`config.mk`:
```
export PLATFORM = sky130hd
export DESIGN_NAME = mf3_out_fifo
export DESIGN_NICKNAME = d
export VERILOG_FILES = /design/src/hdl/mf3_pkg.sv /design/src/hdl/mf3_out_fifo.sv
export SDC_FILE = /design/constraint.sdc
export NUM_CORES = 1
export LEC_CHECK = 0
export BUFFER_PORTS_ARGS = -buffer_cell sky130_fd_sc_hd__clkbuf_2
export CORE_ASPECT_RATIO = 0.8
export CORE_MARGIN = 2
export CORE_UTILIZATION = 30
export CTS_CLUSTER_DIAMETER = 50
export DETAILED_ROUTE_END_ITERATION = 16
export PLACE_DENSITY = 0.45
export SLEW_MARGIN = 20
export SYNTH_ARGS = -nofsm -noshare
export SYNTH_HDL_FRONTEND = slang
export SYNTH_SLANG_ARGS = --single-unit
```
`constraint.sdc`:
```
create_clock -name clk -period 5.8 [get_ports clk]
set_clock_uncertainty 0.05 [all_clocks]
set_input_delay 0.87 -clock clk [delete_from_list [all_inputs] [get_ports clk]]
set_output_delay 0.87 -clock clk [all_outputs]
set_load 0.1 [all_outputs]
```
`src/hdl/mf3_pkg.sv`:
```
// shared types and constants of the 3x3 median filter
package mf3_pkg;

	localparam int MAX_WIDTH_DEF      = 1024;
	localparam int MAX_HEIGHT_DEF     = 4096;
	localparam int LINE_WIDTH_RESET   = 1024;
	localparam int FRAME_HEIGHT_RESET = 4096;

	localparam int SAMPLE_W       = 8;
	localparam int LINE_WIDTH_W   = 11;
	localparam int FRAME_HEIGHT_W = 13;
	localparam int CFG_DATA_W     = 13;
	localparam int CFG_INDEX_W    = 1;

	localparam logic [CFG_INDEX_W-1:0] REG_LINE_WIDTH   = 1'b0;
	localparam logic [CFG_INDEX_W-1:0] REG_FRAME_HEIGHT = 1'b1;

	localparam int WIN_SIZE   = 9;
	localparam int FIFO_DEPTH = 16;

	typedef logic [SAMPLE_W-1:0] pix_t;

	typedef struct packed {
		logic req_type;
		pix_t sample;
	} mf3_in_t;

	typedef struct packed {
		pix_t median;
		logic frame_done;
	} mf3_out_t;

	typedef struct packed {
		logic valid;
		logic frame_done;
	} mf3_ctl_t;

endpackage

```
`src/hdl/mf3_out_fifo.sv`:
```
// result queue between the median pipeline and the output channel
module mf3_out_fifo
	import mf3_pkg::*;
(
	input  logic     clk,
	input  logic     arst_n,
	input  logic     push,
	input  mf3_out_t push_data,
	output logic     out_valid,
	input  logic     out_stall,
	output mf3_out_t out_data
);

	localparam int PW = $clog2(FIFO_DEPTH);
	localparam int NW = $clog2(FIFO_DEPTH + 1);

	mf3_out_t        buf_q [FIFO_DEPTH];
	logic [PW-1:0]   wr_ptr_q, rd_ptr_q;
	logic [NW-1:0]   count_q;
	logic            pop;

	assign out_valid = (count_q != '0);
	assign out_data  = buf_q[rd_ptr_q];
	assign pop       = out_valid && !out_stall;

	always_ff @(posedge clk) begin
		if (push) begin
			buf_q[wr_ptr_q] <= push_data;
		end
	end

	always_ff @(posedge clk or negedge arst_n) begin
		if (!arst_n) begin
			wr_ptr_q <= '0;
			rd_ptr_q <= '0;
			count_q  <= '0;
		end else begin
			if (push) begin
				wr_ptr_q <= wr_ptr_q + PW'(1);
			end
			if (pop) begin
				rd_ptr_q <= rd_ptr_q + PW'(1);
			end
			if (push && !pop) begin
				count_q <= count_q + NW'(1);
			end else if (pop && !push) begin
				count_q <= count_q - NW'(1);
			end
		end
	end

endmodule

```
After elaboration in Yosys (flattened, before gate mapping)
Memory sizes are Yosys's and may differ from the RTL's.
Cells that the tools add are included.
{ "word_totals": {"ff_bits": 13, "memories": 1, "input_bits": 13, "mem_bits_rw": 144, "output_inout_bits": 10} }
{ "op_classes": {"reduce_logical": 8, "muxes": 4, "add_sub_neg": 4} }
{ "memory_table": {"columns": ["memory", "words", "width", "rd", "rd_clocked_by_memory_dff", "write_ports", "line", "source"], "rows": [
  ["buf_q", 16, 9, 1, 0, 1, "mf3_out_fifo.sv:17", "mf3_out_t buf_q [FIFO_DEPTH];"]
]} }
{ "ops": {"columns": ["cell", "n"], "rows": [
  ["5-bit two-way mux", 2],
  ["4-bit by 1-bit adder with 4-bit output (second input constant)", 2],
  ["5-bit by 1-bit adder with 5-bit output (second input constant)", 1],
  ["5-bit nonzero test", 1],
  ["5-bit by 1-bit subtractor with 5-bit output (second input constant)", 1],
  ["1-bit logical AND", 3],
  ["1-bit logical NOT", 3],
  ["1-bit two-way mux", 2],
  ["2-bit nonzero test", 1]
]} }

Depth between registers and ports, before layout
Gate-level depths: netlist of run 1.
{ "depth": {"depth_word": 5, "depth_mapped": 10, "mapped_depth_nobuf": 10} }

Worst setup path after synthesis of run 1
OpenSTA, ideal clock, no wires.
{ "synth_timing": {"path_type": "register to output", "startpoint": "reg rd_ptr_q[0]", "endpoint": "out out_data[6] (netlist name)", "required_time_ps": 4880, "stages_incl_launch_ff": 5, "arrival_ps": 1943, "setup_slack_ps": 2937, "path_cell_list": "dfrtp_1 > buf_2 > mux4_1 > a22oi_1 > nand2_1"} }
{ "synth_rtl": {"columns": ["element", "line", "source"], "rows": [
  ["start: declaration", "mf3_out_fifo.sv:18", "logic [PW-1:0] wr_ptr_q, rd_ptr_q;"],
  ["start signal: assignment", "mf3_out_fifo.sv:42", "rd_ptr_q <= rd_ptr_q + PW'(1);"],
  ["end: declaration", "mf3_out_fifo.sv:11", "output mf3_out_t out_data"]
]} }

==> results of run 1 <==
## sequential cells by signal, indices dropped and copies added (netlist names)
| register | flops |
|---|---|
| wr_ptr_q | 4 |
| count_q | 5 |
| buf_q | 144 |
| rd_ptr_q | 4 |
## worst max-delay path, cell delays in order, from the launching register on
cell	delay, ns
dfrtp_1	0.83
clkinv_1	0.54
a221oi_1	0.58
o21ai_0	0.16
nand2_1	0.11
clkbuf_2	0.46
## where the power goes
part | leakage [nW] | total, W | internal (W) | switching (W)
Sequential | 1.45 | 0.00155 | 0.00139 | 0.000165
Combinational | 0.802 | 0.00155 | 0.000466 | 0.00108
Clock | 0.287 | 0.00113 | 0.000647 | 0.000480
Total | 2.54 | 0.00423 | 0.00250 | 0.00173
## cell usage after synthesis (9+ instances only)
master	number
a221oi_1	9
a221oi_2	9
a22oi_1	9
dfrtp_1	13
edfxtp_1	144
ha_1	9
mux2i_1	37
mux4_2	14
nand2_1	19
nor2_1	15
o21ai_0	12
## cell type report
cell class,count,area [um^2]
clock buffers,17,425
clock inverters,15,171
fillers,1966,13400
inverters,5,18.8
multi-input cells,166,1600
flip-flops and latches,157,4650
well taps,269,337
repair buffers,29,175
## cells in the final DEF (no fill, tap or decap), types with 4 or more instances in the layout
cell         n
a221oi_2     9
inv_6        9
a221oi_1     9
mux2i_1     37
clkbuf_16   17
mux4_2      14
xnor2_1      7
o21ai_0     12
clkbuf_2    22
buf_4        6
edfxtp_1   144
ha_1         9
a22oi_1      9
dfrtp_1     12
nor3_1       5
nor2_1      12
nand2_1     19
inv_1        4
mux4_1       4
## worst paths after layout
check / startpoint / end
min: arst_n / rd_ptr_q[1]$_DFFE_PN0P_
max in group asynchronous: arst_n / rd_ptr_q[0]$_DFFE_PN0P_
max: rd_ptr_q[3]$_DFFE_PN0P_ / out_data[0]
min reg2reg: count_q[4]$_DFFE_PN0P_ / count_q[4]$_DFFE_PN0P_
max reg2reg: count_q[4]$_DFFE_PN0P_ / count_q[4]$_DFFE_PN0P_
min in group clk: count_q[4]$_DFFE_PN0P_ / count_q[4]$_DFFE_PN0P_
## stage by stage
step	hold WS [ns]	instance area, um^2	cells	total power (W)	utilization
finish	0.292	7380	658	0.00423	0.355
global route	0.303	7380	658	0.00443	0.355
CTS	0.293	7360	657	0.00426	0.353
detailed placement	0.448	6760	625	0.00313	0.325
global placement	0.429	6760	625	0.00312	0.325
floorplan	0.398	6410	346	0.00282	-
## metal layers
| metal | global-route usage | up-vias | routed length [um] |
|---|---|---|---|
| met4 | 0.0420 | 0 | 148 |
| met3 | 0.0334 | 13 | 619 |
| met1 | 0.194 | 1623 | 6950 |
| li1 | - | 1446 | - |
| met2 | 0.183 | 60 | 5920 |
| met5 | 0 | - | 0 |
## kinds of logic (layout without fill, tap and decap cells)
family | Yosys count | after routing | share of synthesized area
buffers and inverters | 23 | 66 | 0.0254
adder cells (fa/ha/maj) | 10 | 10 | 0.0207
multiplexers | 57 | 57 | 0.127
AND/OR/NAND/NOR | 45 | 45 | 0.0295
XOR/XNOR | 10 | 10 | 0.0137
AO/OA/AOI/OAI | 44 | 44 | 0.0580
flip-flops | 157 | 157 | 0.726
==> out/metrics.cfg, run 1 <==
[yosys]
ys_seq_elements=157
syn_area_um2=6410
synth_nets=369
yosysTopAreaCell=edfxtp_1
synth_edf_count=144
synth-main-ff-cell=edfxtp_1
synthArstFlopShare=0.0828
ys_types=31
yosysSeqAreaShare=0.726
yosys-top-cells-area=edfxtp_1, mux2i_1, dfrtp_1, mux4_2, a221oi_2
avgSynthCellArea_um2=18.5
synth_top_area_share=0.675
synth_cells=346
yosysWarnings=0

[clock_network]
cts.sinks=157
clkLatencyLatePin_ns=0.43
post_cts_buffers=0
root_buffer=clkbuf_16
h-tree-depth=4
ctsResizeCount=0
cts_tree=done
clk_pin_slew_ns=0.07
clockBufferDepth=2
postCtsHoldBufs=0
numCtsBuffers=17

[worst_setup_path]
cp.arrival_ns=3.10
crit_fanout=11
endpoint_kind=primary output
worstPathRequired_ns=4.88
rrSetupSlack_ns=3.28
r2r_cells=10
path_class=reg -> out
start_kind=flop

[finish]
diodes=0
nets=399
drive_above_1_share=0.234
syn2layout_area_growth_pct=15.3

[die]
die-area_um2=22500
die_x_um=167
core_area_um2=20800
std_cell_rows=47
die_h_um=135
io_pins=23
start_util=0.308

[timing]
max_freq_mhz=249
rsz0062_at_grt=false
worst_pin_slew_ns=1.08
maxSlewHeadroom=0.276
fin_crit_ns=4.02
hold_viol=0
finalMaxSlewViolations=0
period_share=0.694
fin_ws_ns=1.78
tns_ns=0
setup_violations=0

[route]
wl_per_cell_um=20.7
vias=3142
drtIter0Drc=261
drc_errors=1
postRouteWirelength_um=13600
drtAntennaViolNets=0
via_per_inst=4.78
dr.pass1.iters=10

[global_route]
antenna_found_initial=0
grt_max_degree=58
first_global_vias=3091
grt_pass1_wl_um=20700
grt_usage=0.130
grt_overflow=0

[placed_design]
port_buffers=22
detailedPlace.worstSlack_ns=2.23
place_congestion=0.738
dp_hpwl_um=8620

[min_path]
hold_class=in -> async

[outcome]
status=finished, violations left
violations=design-rule violations

[flow_run]
maxCapViolCount=0

[power]
p_per_area_nw_per_um2=573
power.leakage_nw=2.54
irDropWorstVdd_mv=0.240

(Power assumes the default switching activity.)
==> run 2, diff against run 1 <==
==> constraint.sdc (replaced) <==
create_clock -name clk -period 4.2 [get_ports clk]
set_clock_uncertainty 0.05 [all_clocks]
set_input_delay 0.63 -clock clk [delete_from_list [all_inputs] [get_ports clk]]
set_output_delay 0.63 -clock clk [all_outputs]
set_load 0.1 [all_outputs]
==> out/metrics.cfg, run 2 (synthesis gave the netlist of run 1 again) <==
[worst_setup_path]
r2r-end=count_q[4]$_DFFE_PN0P_
start_kind=flop
cp_num_buf_inv=2
crit_path_max_incr_delay_ns=0.80
slowest_stage=dfrtp_4
path_class=reg -> out
crit_chain=buf_4 > mux4_1 > a22oi_1 > nand2_1 > clkbuf_2
rrSetupSlack_ns=1.64
cp.arrival_ns=2.86
path_delay_family=flip-flops
endpoint_kind=primary output
crit_fanout=32
reg2reg_from=count_q[0]$_DFFE_PN0P_
r2r_cells=10
worstPathRequired_ns=3.52

[clock_network]
numCtsBuffers=17
postCtsHoldBufs=0
root_buffer=clkbuf_16
clk_pin_slew_ns=0.06
post_cts_buffers=0
h-tree-depth=4
cts_tree=done
clkLatencyLatePin_ns=0.42
clockBufferDepth=2
ctsResizeCount=0
cts.sinks=157

[timing]
max_freq_mhz=283
period_share=0.842
tns_ns=0
setup_violations=0
fin_hold_ws_ns=0.0441
hold_viol=0
worst_pin_slew_ns=1.02
maxSlewHeadroom=0.318
fin_crit_ns=3.54
rsz0062_at_grt=false
finalMaxSlewViolations=0

[route]
wl_per_cell_um=19.5
via_per_inst=4.72
top_layer=met4
drtIter0Drc=224
postRouteWirelength_um=12900
wl_met1_um=6690
wl_met2_um=5580
vias=3117
dr.pass1.iters=10
wl_met3_um=518
drtAntennaViolNets=0
drc_errors=1

[power]
power.leakage_nw=2.56
p_int_w=0.00356
seq_power_share=0.362
total_power_w=0.00585
p_per_area_nw_per_um2=791
combPwrFrac=0.369
p_clk_frac=0.269
power_switching_w=0.00230
p_sw_frac=0.392
irDropWorstVdd_mv=0.367

[global_route]
grt_usage=0.124
antenna_found_initial=0
grt_pass1_wl_um=20400
first_global_vias=3213
grt_max_degree=33
grt_overflow=0

[die]
die_h_um=135
core_area_um2=20800
std_cell_rows=47
die_x_um=167
die-area_um2=22500
start_util=0.308
io_pins=23

[placed_design]
dp_hpwl_um=8770
place_congestion=0.695
port_buffers=22

[finish]
multi_input_area_um2=1600
seq_area_um2=4650
nets=403
syn2layout_area_growth_pct=15.5
diodes=0
mostFrequentLayoutCells=edfxtp_1, mux2i_1, clkbuf_2
final_common_cell=edfxtp_1
fill_cells=1957
largestRegisters=buf_q (144), count_q (5)
regMostFlops=buf_q
drive_above_1_share=0.227
utilization=0.355
largest_reg_flops=144

[outcome]
violations=design-rule violations
status=finished, violations left

[flow_run]
maxCapViolCount=0

[min_path]
hold_class=in -> async

run 2: how the worst max path moves through the flow:
stage,startpoint,end,slack [ns],cells after the start
finish,rd_ptr_q[0]$_DFFE_PN0P_,out_data[5],0.66,5
global route,rd_ptr_q[0]$_DFFE_PN0P_,out_data[4],0.53,5
CTS,rd_ptr_q[0]$_DFFE_PN0P_,out_data[5],0.63,5
detailed placement,rd_ptr_q[0]$_DFFE_PN0P_,out_data[5],1.09,5
global placement,rd_ptr_q[0]$_DFFE_PN0P_,out_data[3],1.09,5
floorplan,rd_ptr_q[0]$_DFFE_PN0P_,out_data[6],1.58,4
run 2: stage by stage:
stage	cell area, um^2	setup slack [ns]	cells
2_1_floorplan	6410	1.58	346
3_3_place_gp	6800	1.09	630
3_5_place_dp	6800	1.09	630
4_1_cts	7400	0.628	661
5_1_grt	7400	0.526	661
6_report	7400	0.664	661
run 2: area by class of cell:
class	count	share of cell area
Sequential cell	157	0.629
Multi-Input combinational cell	166	0.216
Clock buffer	17	0.0575
Tap cell	269	0.0455
Timing Repair Buffer	33	0.0260
Clock inverter	14	0.0238
Inverter	5	0.00254
run 2: power groups by stage:
| stage | Clock (W) | Sequential, W | Combinational [W] |
|---|---|---|---|
| after floorplan | 0 | 0.00201 | 0.00189 |
| after global placement | 0 | 0.00215 | 0.00217 |
| after detailed placement | 0 | 0.00216 | 0.00219 |
| after CTS | 0.00161 | 0.00213 | 0.00219 |
| after global routing | 0.00167 | 0.00215 | 0.00232 |
| final | 0.00157 | 0.00212 | 0.00216 |
run 2: per-layer routing:
layer,up-vias,GRT usage
met5,-,0
met1,1600,0.185
met2,52,0.177
met3,15,0.0378
li1,1450,-
met4,0,0.0333
