`src/hdl/mf3_pkg.sv`:
```
// shared types and constants of the 3x3 median filter
package mf3_pkg;

	localparam int MAX_WIDTH_DEF      = 1024;
	localparam int MAX_HEIGHT_DEF     = 4096;
	localparam int LINE_WIDTH_RESET   = 1024;
	localparam int FRAME_HEIGHT_RESET = 4096;

	localparam int SAMPLE_W       = 8;
	localparam int LINE_WIDTH_W   = 11;
	localparam int FRAME_HEIGHT_W = 13;
	localparam int CFG_DATA_W     = 13;
	localparam int CFG_INDEX_W    = 1;

	localparam logic [CFG_INDEX_W-1:0] REG_LINE_WIDTH   = 1'b0;
	localparam logic [CFG_INDEX_W-1:0] REG_FRAME_HEIGHT = 1'b1;

	localparam int WIN_SIZE   = 9;
	localparam int FIFO_DEPTH = 16;

	typedef logic [SAMPLE_W-1:0] pix_t;

	typedef struct packed {
		logic req_type;
		pix_t sample;
	} mf3_in_t;

	typedef struct packed {
		pix_t median;
		logic frame_done;
	} mf3_out_t;

	typedef struct packed {
		logic valid;
		logic frame_done;
	} mf3_ctl_t;

endpackage

```
`src/hdl/mf3_median.sv`:
```
// three-stage median-of-nine network: sort triples, combine, pick middle
module mf3_median
	import mf3_pkg::*;
(
	input  logic                      clk,
	input  logic                      arst_n,
	input  mf3_ctl_t                  win_ctl,
	input  pix_t [WIN_SIZE-1:0]       win_v,
	output logic                      res_valid,
	output mf3_out_t                  res_data
);

	function automatic pix_t min2(pix_t a, pix_t b);
		return (a < b) ? a : b;
	endfunction

	function automatic pix_t max2(pix_t a, pix_t b);
		return (a > b) ? a : b;
	endfunction

	function automatic pix_t med3(pix_t a, pix_t b, pix_t c);
		return max2(min2(a, b), min2(max2(a, b), c));
	endfunction

	mf3_ctl_t   ctl_s1, ctl_s2, ctl_s3;
	pix_t [2:0] lo_s1, md_s1, hi_s1;
	pix_t       lo_s2, md_s2, hi_s2;
	pix_t       med_s3;

	always_ff @(posedge clk or negedge arst_n) begin
		if (!arst_n) begin
			ctl_s1 <= '0;
			ctl_s2 <= '0;
			ctl_s3 <= '0;
		end else begin
			ctl_s1 <= win_ctl;
			ctl_s2 <= ctl_s1;
			ctl_s3 <= ctl_s2;
		end
	end

	always_ff @(posedge clk) begin
		for (int g = 0; g < 3; g++) begin
			lo_s1[g] <= min2(min2(win_v[3*g], win_v[3*g+1]), win_v[3*g+2]);
			md_s1[g] <= med3(win_v[3*g], win_v[3*g+1], win_v[3*g+2]);
			hi_s1[g] <= max2(max2(win_v[3*g], win_v[3*g+1]), win_v[3*g+2]);
		end
		// largest low, middle of middles, smallest high
		lo_s2  <= max2(max2(lo_s1[0], lo_s1[1]), lo_s1[2]);
		md_s2  <= med3(md_s1[0], md_s1[1], md_s1[2]);
		hi_s2  <= min2(min2(hi_s1[0], hi_s1[1]), hi_s1[2]);
		med_s3 <= med3(lo_s2, md_s2, hi_s2);
	end

	assign res_valid           = ctl_s3.valid;
	assign res_data.median     = med_s3;
	assign res_data.frame_done = ctl_s3.frame_done;

endmodule

```
`config.mk`:
```
export PLATFORM = sky130hd
export DESIGN_NAME = mf3_median
export DESIGN_NICKNAME = d
export VERILOG_FILES = /design/src/hdl/mf3_pkg.sv /design/src/hdl/mf3_median.sv
export SDC_FILE = /design/constraint.sdc
export NUM_CORES = 1
export LEC_CHECK = 0
export BUFFER_PORTS_ARGS = -buffer_cell sky130_fd_sc_hd__buf_2
export CAP_MARGIN = 5
export CORE_MARGIN = 2
export CORE_UTILIZATION = 35
export CTS_CLUSTER_DIAMETER = 60
export CTS_CLUSTER_SIZE = 28
export DETAILED_ROUTE_END_ITERATION = 8
export MAX_ROUTING_LAYER = met4
export PLACE_DENSITY = 0.61
export SLEW_MARGIN = 20
export SYNTH_ARGS = -nofsm -noshare
export SYNTH_HDL_FRONTEND = slang
export SYNTH_SLANG_ARGS = --single-unit
export TNS_END_PERCENT = 100
```
`constraint.sdc`:
```
create_clock -name clk -period 5.6 [get_ports clk]
set_input_delay 0.28 -clock clk [delete_from_list [all_inputs] [get_ports clk]]
set_output_delay 0.28 -clock clk [all_outputs]
set_load 0.05 [all_outputs]
```
# Word level (Yosys, flattened, before mapping)
# Cells that the tools add are included.
# totals
ff_bits	110
latch_bits	0
ram_bits	0
romBits	0
in_bits	76
out_inout_bits	10
elab_cells	79
memories	0
# op_classes
addsub	0
multipliers	0
n_div	0
magnitude_cmp	30
n_eq_ne	0
n_shift	0
n_mux	30
bitwise_logic	0
reduce_logical	0
# op_table
operator	n
2-to-1 mux 8 bit	30
> comparator 8 bit	15
< comparator 8 bit	15

# Depth between registers and ports, before layout
# Gate-level depths: netlist of run 1.
# logic_depth
word_depth	6
mapped_depth	26
mapped_depth_nobuf	24

# Worst setup path after synthesis of run 1
# Ideal clock, no wire load.
# synth_timing
path_type	reg-to-reg
start	register md_s2[1]
end	register med_s3[0]
setup_ns	0.072
t_arrival_ns	4.781
required_ns	5.528
slack_ns	0.747
stages_incl_launch_ff	23
path_buffers	0
period_less_slack_ns	4.853
cell_sequence	dfxtp_1 > inv_1 > ha_1 > nor2b_1 > o211ai_1 > a21oi_1 > o21ai_2 > mux2_2 > ha_1 > o21a_1 > o21ai_0 > a21oi_1 > a221o_1 > a31oi_4 > mux2i_1 > ha_1 > a21o_1 > a21oi_1 > o221ai_1 > a21oi_1 > nor2b_1 > o22ai_2 > mux2i_1
# synth_between
elab_chain_cells	6
word_cells_on_any_way	8
cone_classes	order compare: 4; mux: 4
# synth_lines
element	line_no	text
from (decl)	mf3_median.sv:27	pix_t lo_s2, md_s2, hi_s2;
from (signal assigned)	mf3_median.sv:50	md_s2 <= med3(md_s1[0], md_s1[1], md_s1[2]);
> comparator 8 bit	mf3_median.sv:18	return (a > b) ? a : b;
2-to-1 mux 8 bit	mf3_median.sv:18	
< comparator 8 bit	mf3_median.sv:14	return (a < b) ? a : b;
2-to-1 mux 8 bit	mf3_median.sv:14	
> comparator 8 bit	mf3_median.sv:18	
2-to-1 mux 8 bit (*)	mf3_median.sv:18	
to (signal assigned)	mf3_median.sv:52	med_s3 <= med3(lo_s2, md_s2, hi_s2);
to (decl)	mf3_median.sv:28	pix_t med_s3;
# Every way passes the cells marked *; elsewhere a longest branch is shown, timed or not.

# Final worst setup path of run 1
# layout_timing
start	register md_s2[1]
end	register med_s3[5]
# Same word-level chain as after synthesis.

==> reports/metrics.yaml, run 1 <==
routing:
  drc: 0
  firstDrtPassIters: 4
  viasPerCell: 5.02
  antenna_left: 0
  totalWireLength_um: 21500
  post_drt_wl_per_cell_um: 15.0
  drt_iter0_drc: 361
  vias: 7188
synth:
  synth.area.mux_share_pct: 21.7
  yosysMostFrequentCell: "ha_1"
  synth-simple-area-share_pct: 9.53
  async_flop_share_pct: 5.45
  ys_top_cells_by_count: "169 x ha_1, 137 x inv_1, 111 x mux2_2"
  synth-edff-count: 0
  syn_area_per_cell_um2: 9.28
  synth_top_area_cell: "ha_1"
  synth_top_cell_area_share_pct: 23.0
  ys_warn_count: 0
  synth_area_leaders: "ha_1 23%, dfxtp_1 23%, mux2_2 14%"
  synth_top_family_by_area: "adder cells"
  yosys.cell_types.count: 58
  synth-seq-cells: 110
  synthXorXnorAreaFrac_pct: 0
  synth_fp_nets: 1236
  synth_compound_area_share_pct: 15.2
  synthCells: 991
  synth_area_um2: 9200
  synth_flop_cell: "dfxtp_1"
  yosys.area_share.adder_pct: 23.0
  synth_seq_area_share_pct: 24.3
floorplan:
  die_y_um: 166
  core_area_um2: 25900
  ioPinCount: 86
  fp-row-count: 59
  die_w_um: 166
  die-area_um2: 27600
  initial_utilization_pct: 35.5
pwr:
  power_w: 0.00658
  ir_drop_v: 0.000575
  power_density_nw_per_um2: 630
  leakage_nw: 5.26
clock_tree:
  cts_tree: "done"
  clock_latency_ns: 0.36
  cts_root_buf: "clkbuf_16"
  cts.htree.levels: 3
  clk_pin_slew_ns: 0.07
  cts_buffers: 9
  numClockSinks: 110
  clockBufferDepth: 2
global_route:
  overflow: 0
  grt_usage_pct: 16.1
  grt_pass1_wl_um: 35200
  grt_pass1_vias: 7150
  antenna_found_initial: 1
  grt_max_degree: 19
placement:
  gp_congestion: 0.871
  placed_cells: 1408
  dp_hpwl_um: 18400
  post-place-ws_ns: 0.102
  io_buffers: 85
cells_and_area:
  fill_cells: 2588
  drive_gt1_share_pct: 23.7
  antennaDiodeCount: 0
  area.growth.synth_to_final_pct: 13.5
  num-nets-final: 1339
  fin_cells: 1433
critical_path:
  path_class: "reg -> reg"
  worst_ep_required_time_ns: 5.88
  critPathCapture: "med_s3[5]"
  crit_path_start_kind: "register"
  r2r_cells: 23
  reg2reg_slack_ns: 0.43
  critPathArrivalTime_ns: 5.45
  reg2reg_to: "med_s3[5]"
  crit_start: "md_s2[1]"
  reg2reg_from: "md_s2[1]"
  cp-end-kind: "register"
  cp_max_fo: 8
timing:
  fin_crit_ns: 5.17
  fmax_ghz: 0.193
  maxSlewViolCount: 0
  fin_skew_ns: 0.00831
  maxSlewHeadroom_pct: 27.3
  whs_ns: 0.0348
  fin_ws_ns: 0.430
  finalSetupViolCount: 0
  hold_viol: 0
  finalCritPeriodShare_pct: 92.3
  worst_slew_pin_slew_ns: 1.09
  rsz0062_at_grt: "no"
  fin_setup_tns_ns: 0
run:
  drv_cap: 0
worst_hold_path:
  min_path_type: "in -> reg"
outcome:
  status: "completed"
-- layer usage --
layer | vias to the layer above | wire length, um | global-route usage [%]
li1 | 3764 | - | -
met1 | 3281 | 10200 | 20.4
met2 | 116 | 10000 | 26.4
met3 | 27 | 706 | 2.72
met4 | 0 | 493 | 4.65
met5 | - | 0 | -
-- final cells by class --
cell class              instances  area, um^2  area share [%]
clock buffers                  10         239            2.29
multi-input cells             731        6390            61.3
clock inverters                 5        62.6           0.599
repair buffers                105         578            5.54
flip-flops and latches        110        2230            21.4
well taps                     335         419            4.01
inverters                     137         514            4.93
-- timing repair --
item	CTS	global route
hold buffers	1	0
setup endpoints to repair	0	13
endpoints found under the hold margin	6	0
resized for setup	0	1
buffers inserted	0	8
-- logic make-up (layout without fill, tap and decap cells) --
logic type,Yosys count,in the layout
compound gates,206,206
mux,185,185
simple gates,171,171
fa+ha+maj,169,169
buf+inv,150,257
flops,110,110
-- report_power, final --
group	switching, W	total, W	internal [W]
Sequential	0.000196	0.00130	0.00110
Clock	0.000291	0.000653	0.000362
Combinational	0.00246	0.00462	0.00217
-- sequential cells by signal, indices dropped and copies added (netlist names), 8 cells and up --
register,flops
hi_s1,24
hi_s2,8
lo_s1,24
lo_s2,8
md_s1,24
md_s2,8
med_s3,8
-- cells in the final DEF (no fill, tap or decap), drive strengths merged, types with 2 or more instances in the layout --
master	netlist	layout
o21ai	71	71
nand2	41	41
a21oi	53	53
o22ai	3	3
mux2	111	111
a311oi	2	2
dfxtp	104	104
o211ai	5	5
o21a	21	21
a2111oi	2	2
mux2i	74	74
inv	137	141
nand4	27	27
ha	169	169
o21bai	3	3
nor3	5	5
a221oi	2	2
and3	6	6
a22oi	2	2
buf	7	104
a211oi	5	5
nor2	35	35
dfrtp	6	6
nand3	26	26
nor2b	19	19
o221ai	2	2
a21o	26	26
nand2b	5	5
clkbuf	6	10
a31oi	5	5
-- critical path: stages, from the launching register on --
cell	delay [ns]
dfxtp_1	0.36
inv_1	0.07
ha_1	0.29
nor2b_1	0.14
o211ai_1	0.20
a21oi_1	0.15
o21ai_2	0.28
mux2_2	0.39
ha_1	0.27
o21a_1	0.16
o21ai_0	0.16
a21oi_1	0.14
a221o_1	0.37
a31oi_4	0.25
mux2i_1	0.36
ha_1	0.31
a21o_1	0.18
a21oi_1	0.14
o221ai_1	0.12
a21oi_1	0.15
nor2b_1	0.07
o22ai_2	0.10
buf_4	0.21
mux2i_1	0.22
-- per-stage QoR --
step           utilization (%)  instance area (um^2)
4_1_cts                   40.0                 10400
2_1_floorplan                -                  9200
3_5_place_dp              38.8                 10100
3_3_place_gp              38.8                 10100
6_report                  40.3                 10400
5_1_grt                   40.3                 10400
-- worst min path at each step --
stage | from | end | slack (ns) | cells past startpoint
finish | win_ctl[1] | ctl_s1[1] | 0.03 | 1
detailed placement | arst_n | res_valid | 0.11 | 1
CTS | win_ctl[0] | ctl_s1[0] | 0.03 | 1
global placement | arst_n | res_valid | 0.11 | 1
floorplan | arst_n | ctl_s1[0] | -0.02 | 0
global route | win_ctl[0] | ctl_s1[0] | 0.03 | 1
Power figures use the tool's default switching activity.
==> run 2: changes to the inputs <==
==> constraint.sdc (replaced) <==
create_clock -name clk -period 6.62 [get_ports clk]
set_input_delay 0.331 -clock clk [delete_from_list [all_inputs] [get_ports clk]]
set_output_delay 0.331 -clock clk [all_outputs]
set_load 0.05 [all_outputs]
==> run 2 against run 1 <==
Net effect: maximum frequency fell by 7.4%; clock skew is 0.0010 ns higher; combinational power shrank 20%; cell area down 0.74%; largest power group unchanged; register-to-register slack better by 0.61 ns; via count is essentially flat; first-iteration DRC count fell by 3.3%; count of clock-buffer cells in the layout is 1 higher; sequential share of layout area up 0.16 points; critical path depth decreased by 1; wire length shrank 1.1%; non-clock buffer count decreased by 14.
==> reports/metrics.yaml, run 2 (synthesis gave the netlist of run 1 again) <==
outcome:
  status: "completed"
global_route:
  grt_pass1_vias: 7016
  overflow: 0
  grt_usage_pct: 15.9
  antenna_found_initial: 1
  grt_max_degree: 20
  grt_pass1_wl_um: 34800
clock_tree:
  numClockSinks: 110
  cts_root_buf: "clkbuf_16"
  clk_pin_slew_ns: 0.07
  post-cts-setup-buffer-count: 0
  cts.htree.levels: 3
  cts_tree: "done"
  clock_latency_ns: 0.36
  clockBufferDepth: 2
  cts_buffers: 9
cells_and_area:
  layout_common_cells: "169 x ha_1, 137 x inv_1, 111 x mux2_2, 104 x dfxtp_1, 85 x buf_2"
  mostFrequentLayoutCell: "ha_1"
  num-nets-final: 1325
  largestRegisters: "hi_s1 (24), lo_s1 (24), md_s1 (24)"
  antennaDiodeCount: 0
  final_util_pct: 40.0
  area.growth.synth_to_final_pct: 12.7
  drive_gt1_share_pct: 22.6
pwr:
  p_seq_share_pct: 20.4
  intPower_w: 0.00294
  switching_share_pct: 45.4
  clockPowerShare_pct: 11.0
  power_density_nw_per_um2: 519
  power_w: 0.00538
  power_switching_w: 0.00244
  share_comb_of_total_power_pct: 68.6
  ir_drop_v: 0.000437
  leakage_nw: 5.20
timing:
  fin_crit_ns: 5.58
  fin_setup_tns_ns: 0
  finalCritPeriodShare_pct: 84.3
  maxSlewHeadroom_pct: 27.8
  hold_viol: 0
  finalSetupViolCount: 0
  whs_ns: 0.0798
  fin_skew_ns: 0.00933
  rsz0062_at_grt: "no"
  worst_slew_pin_slew_ns: 1.08
  maxSlewViolCount: 0
  fmax_ghz: 0.179
routing:
  viasPerCell: 5.06
  drt_iter0_drc: 349
  firstDrtPassIters: 6
  antenna_left: 0
  totalWireLength_um: 21300
  post_drt_wl_per_cell_um: 15.0
  drc: 0
  vias: 7185
critical_path:
  cp_max_fo: 9
  path_class: "reg -> reg"
  worst_ep_required_time_ns: 6.90
  critPathArrivalTime_ns: 5.86
  reg2reg_slack_ns: 1.04
  cp-end-kind: "register"
  crit_path_start_kind: "register"
placement:
  gp_congestion: 0.888
  dp_hpwl_um: 18100
  io_buffers: 85
floorplan:
  core_area_um2: 25900
  ioPinCount: 86
  fp-row-count: 59
  die-area_um2: 27600
  die_w_um: 166
  die_y_um: 166
  initial_utilization_pct: 35.5
run:
  drv_cap: 0
worst_hold_path:
  min_path_type: "in -> reg"
-- run 2: metal layers --
metal | vias up | GRT usage, % | share of wire (%) | wire length [um]
li1 | 3728 | - | - | -
met1 | 3346 | 20.2 | 48 | 10200
met2 | 91 | 26.8 | 48 | 10200
met3 | 20 | 1.86 | 2.1 | 453
met4 | 0 | 4.08 | 1.5 | 319
met5 | - | - | 0 | 0
-- run 2: final timing paths --
check | from | end | cells after the start
min in group asynchronous | arst_n | ctl_s1[0] | 2
max | md_s1[15] | md_s2[0] | 22
min | win_ctl[0] | ctl_s1[0] | 1
max reg2reg | md_s1[15] | md_s2[0] | 22
min reg2reg | ctl_s1[0] | ctl_s2[0] | 0
max in group asynchronous | arst_n | res_valid | 2
-- run 2: repair_timing --
item,in CTS,in global routing
endpoints found under the hold margin,6,0
gates resized for setup,0,0
hold buffers,1,0
-- run 2: metrics by stage --
| stage | instance area [um^2] | cells | setup slack, ns |
|---|---|---|---|
| finish | 10400 | 1420 | 1.04 |
| global route | 10400 | 1420 | 0.579 |
| global placement | 10000 | 1403 | 1.08 |
| floorplan | 9200 | 991 | 1.77 |
| CTS | 10400 | 1420 | 1.01 |
| detailed placement | 10000 | 1403 | 1.05 |
-- run 2: power by group through the flow --
stage	Combinational (W)	Clock (W)	Sequential (W)
2_1_floorplan	0.00285	0	0.00113
3_3_place_gp	0.00362	0	0.00111
3_5_place_dp	0.00368	0	0.00112
4_1_cts	0.00371	0.000604	0.00110
5_1_grt	0.00416	0.000626	0.00113
6_report	0.00369	0.000590	0.00110
-- run 2: critical path: stages, from the launching register on --
cell and delay, ns:
dfxtp_1 0.37, inv_1 0.05, ha_1 0.30, nand4_1 0.18, nor2_1 0.21, nor2b_1 0.10, nor2_2 0.34, mux2_2 0.40
ha_1 0.29, a211oi_1 0.20, o21bai_1 0.15, or4b_1 0.47, nor3_1 0.14, or3b_1 0.41, mux2i_1 0.19, ha_1 0.32
nor2b_1 0.11, o21ai_0 0.08, a21oi_1 0.15, o21bai_1 0.08, a22oi_1 0.49, buf_4 0.26, mux2i_1 0.20
-- run 2: final cells by class --
cell class | instances | area, um^2
clock buffer | 11 | 264
clock inverter | 5 | 73.8
fill | 2545 | 15500
inverter | 137 | 514
multi-input combinational | 731 | 6390
sequential | 110 | 2230
tap | 335 | 419
timing repair buffer | 91 | 473
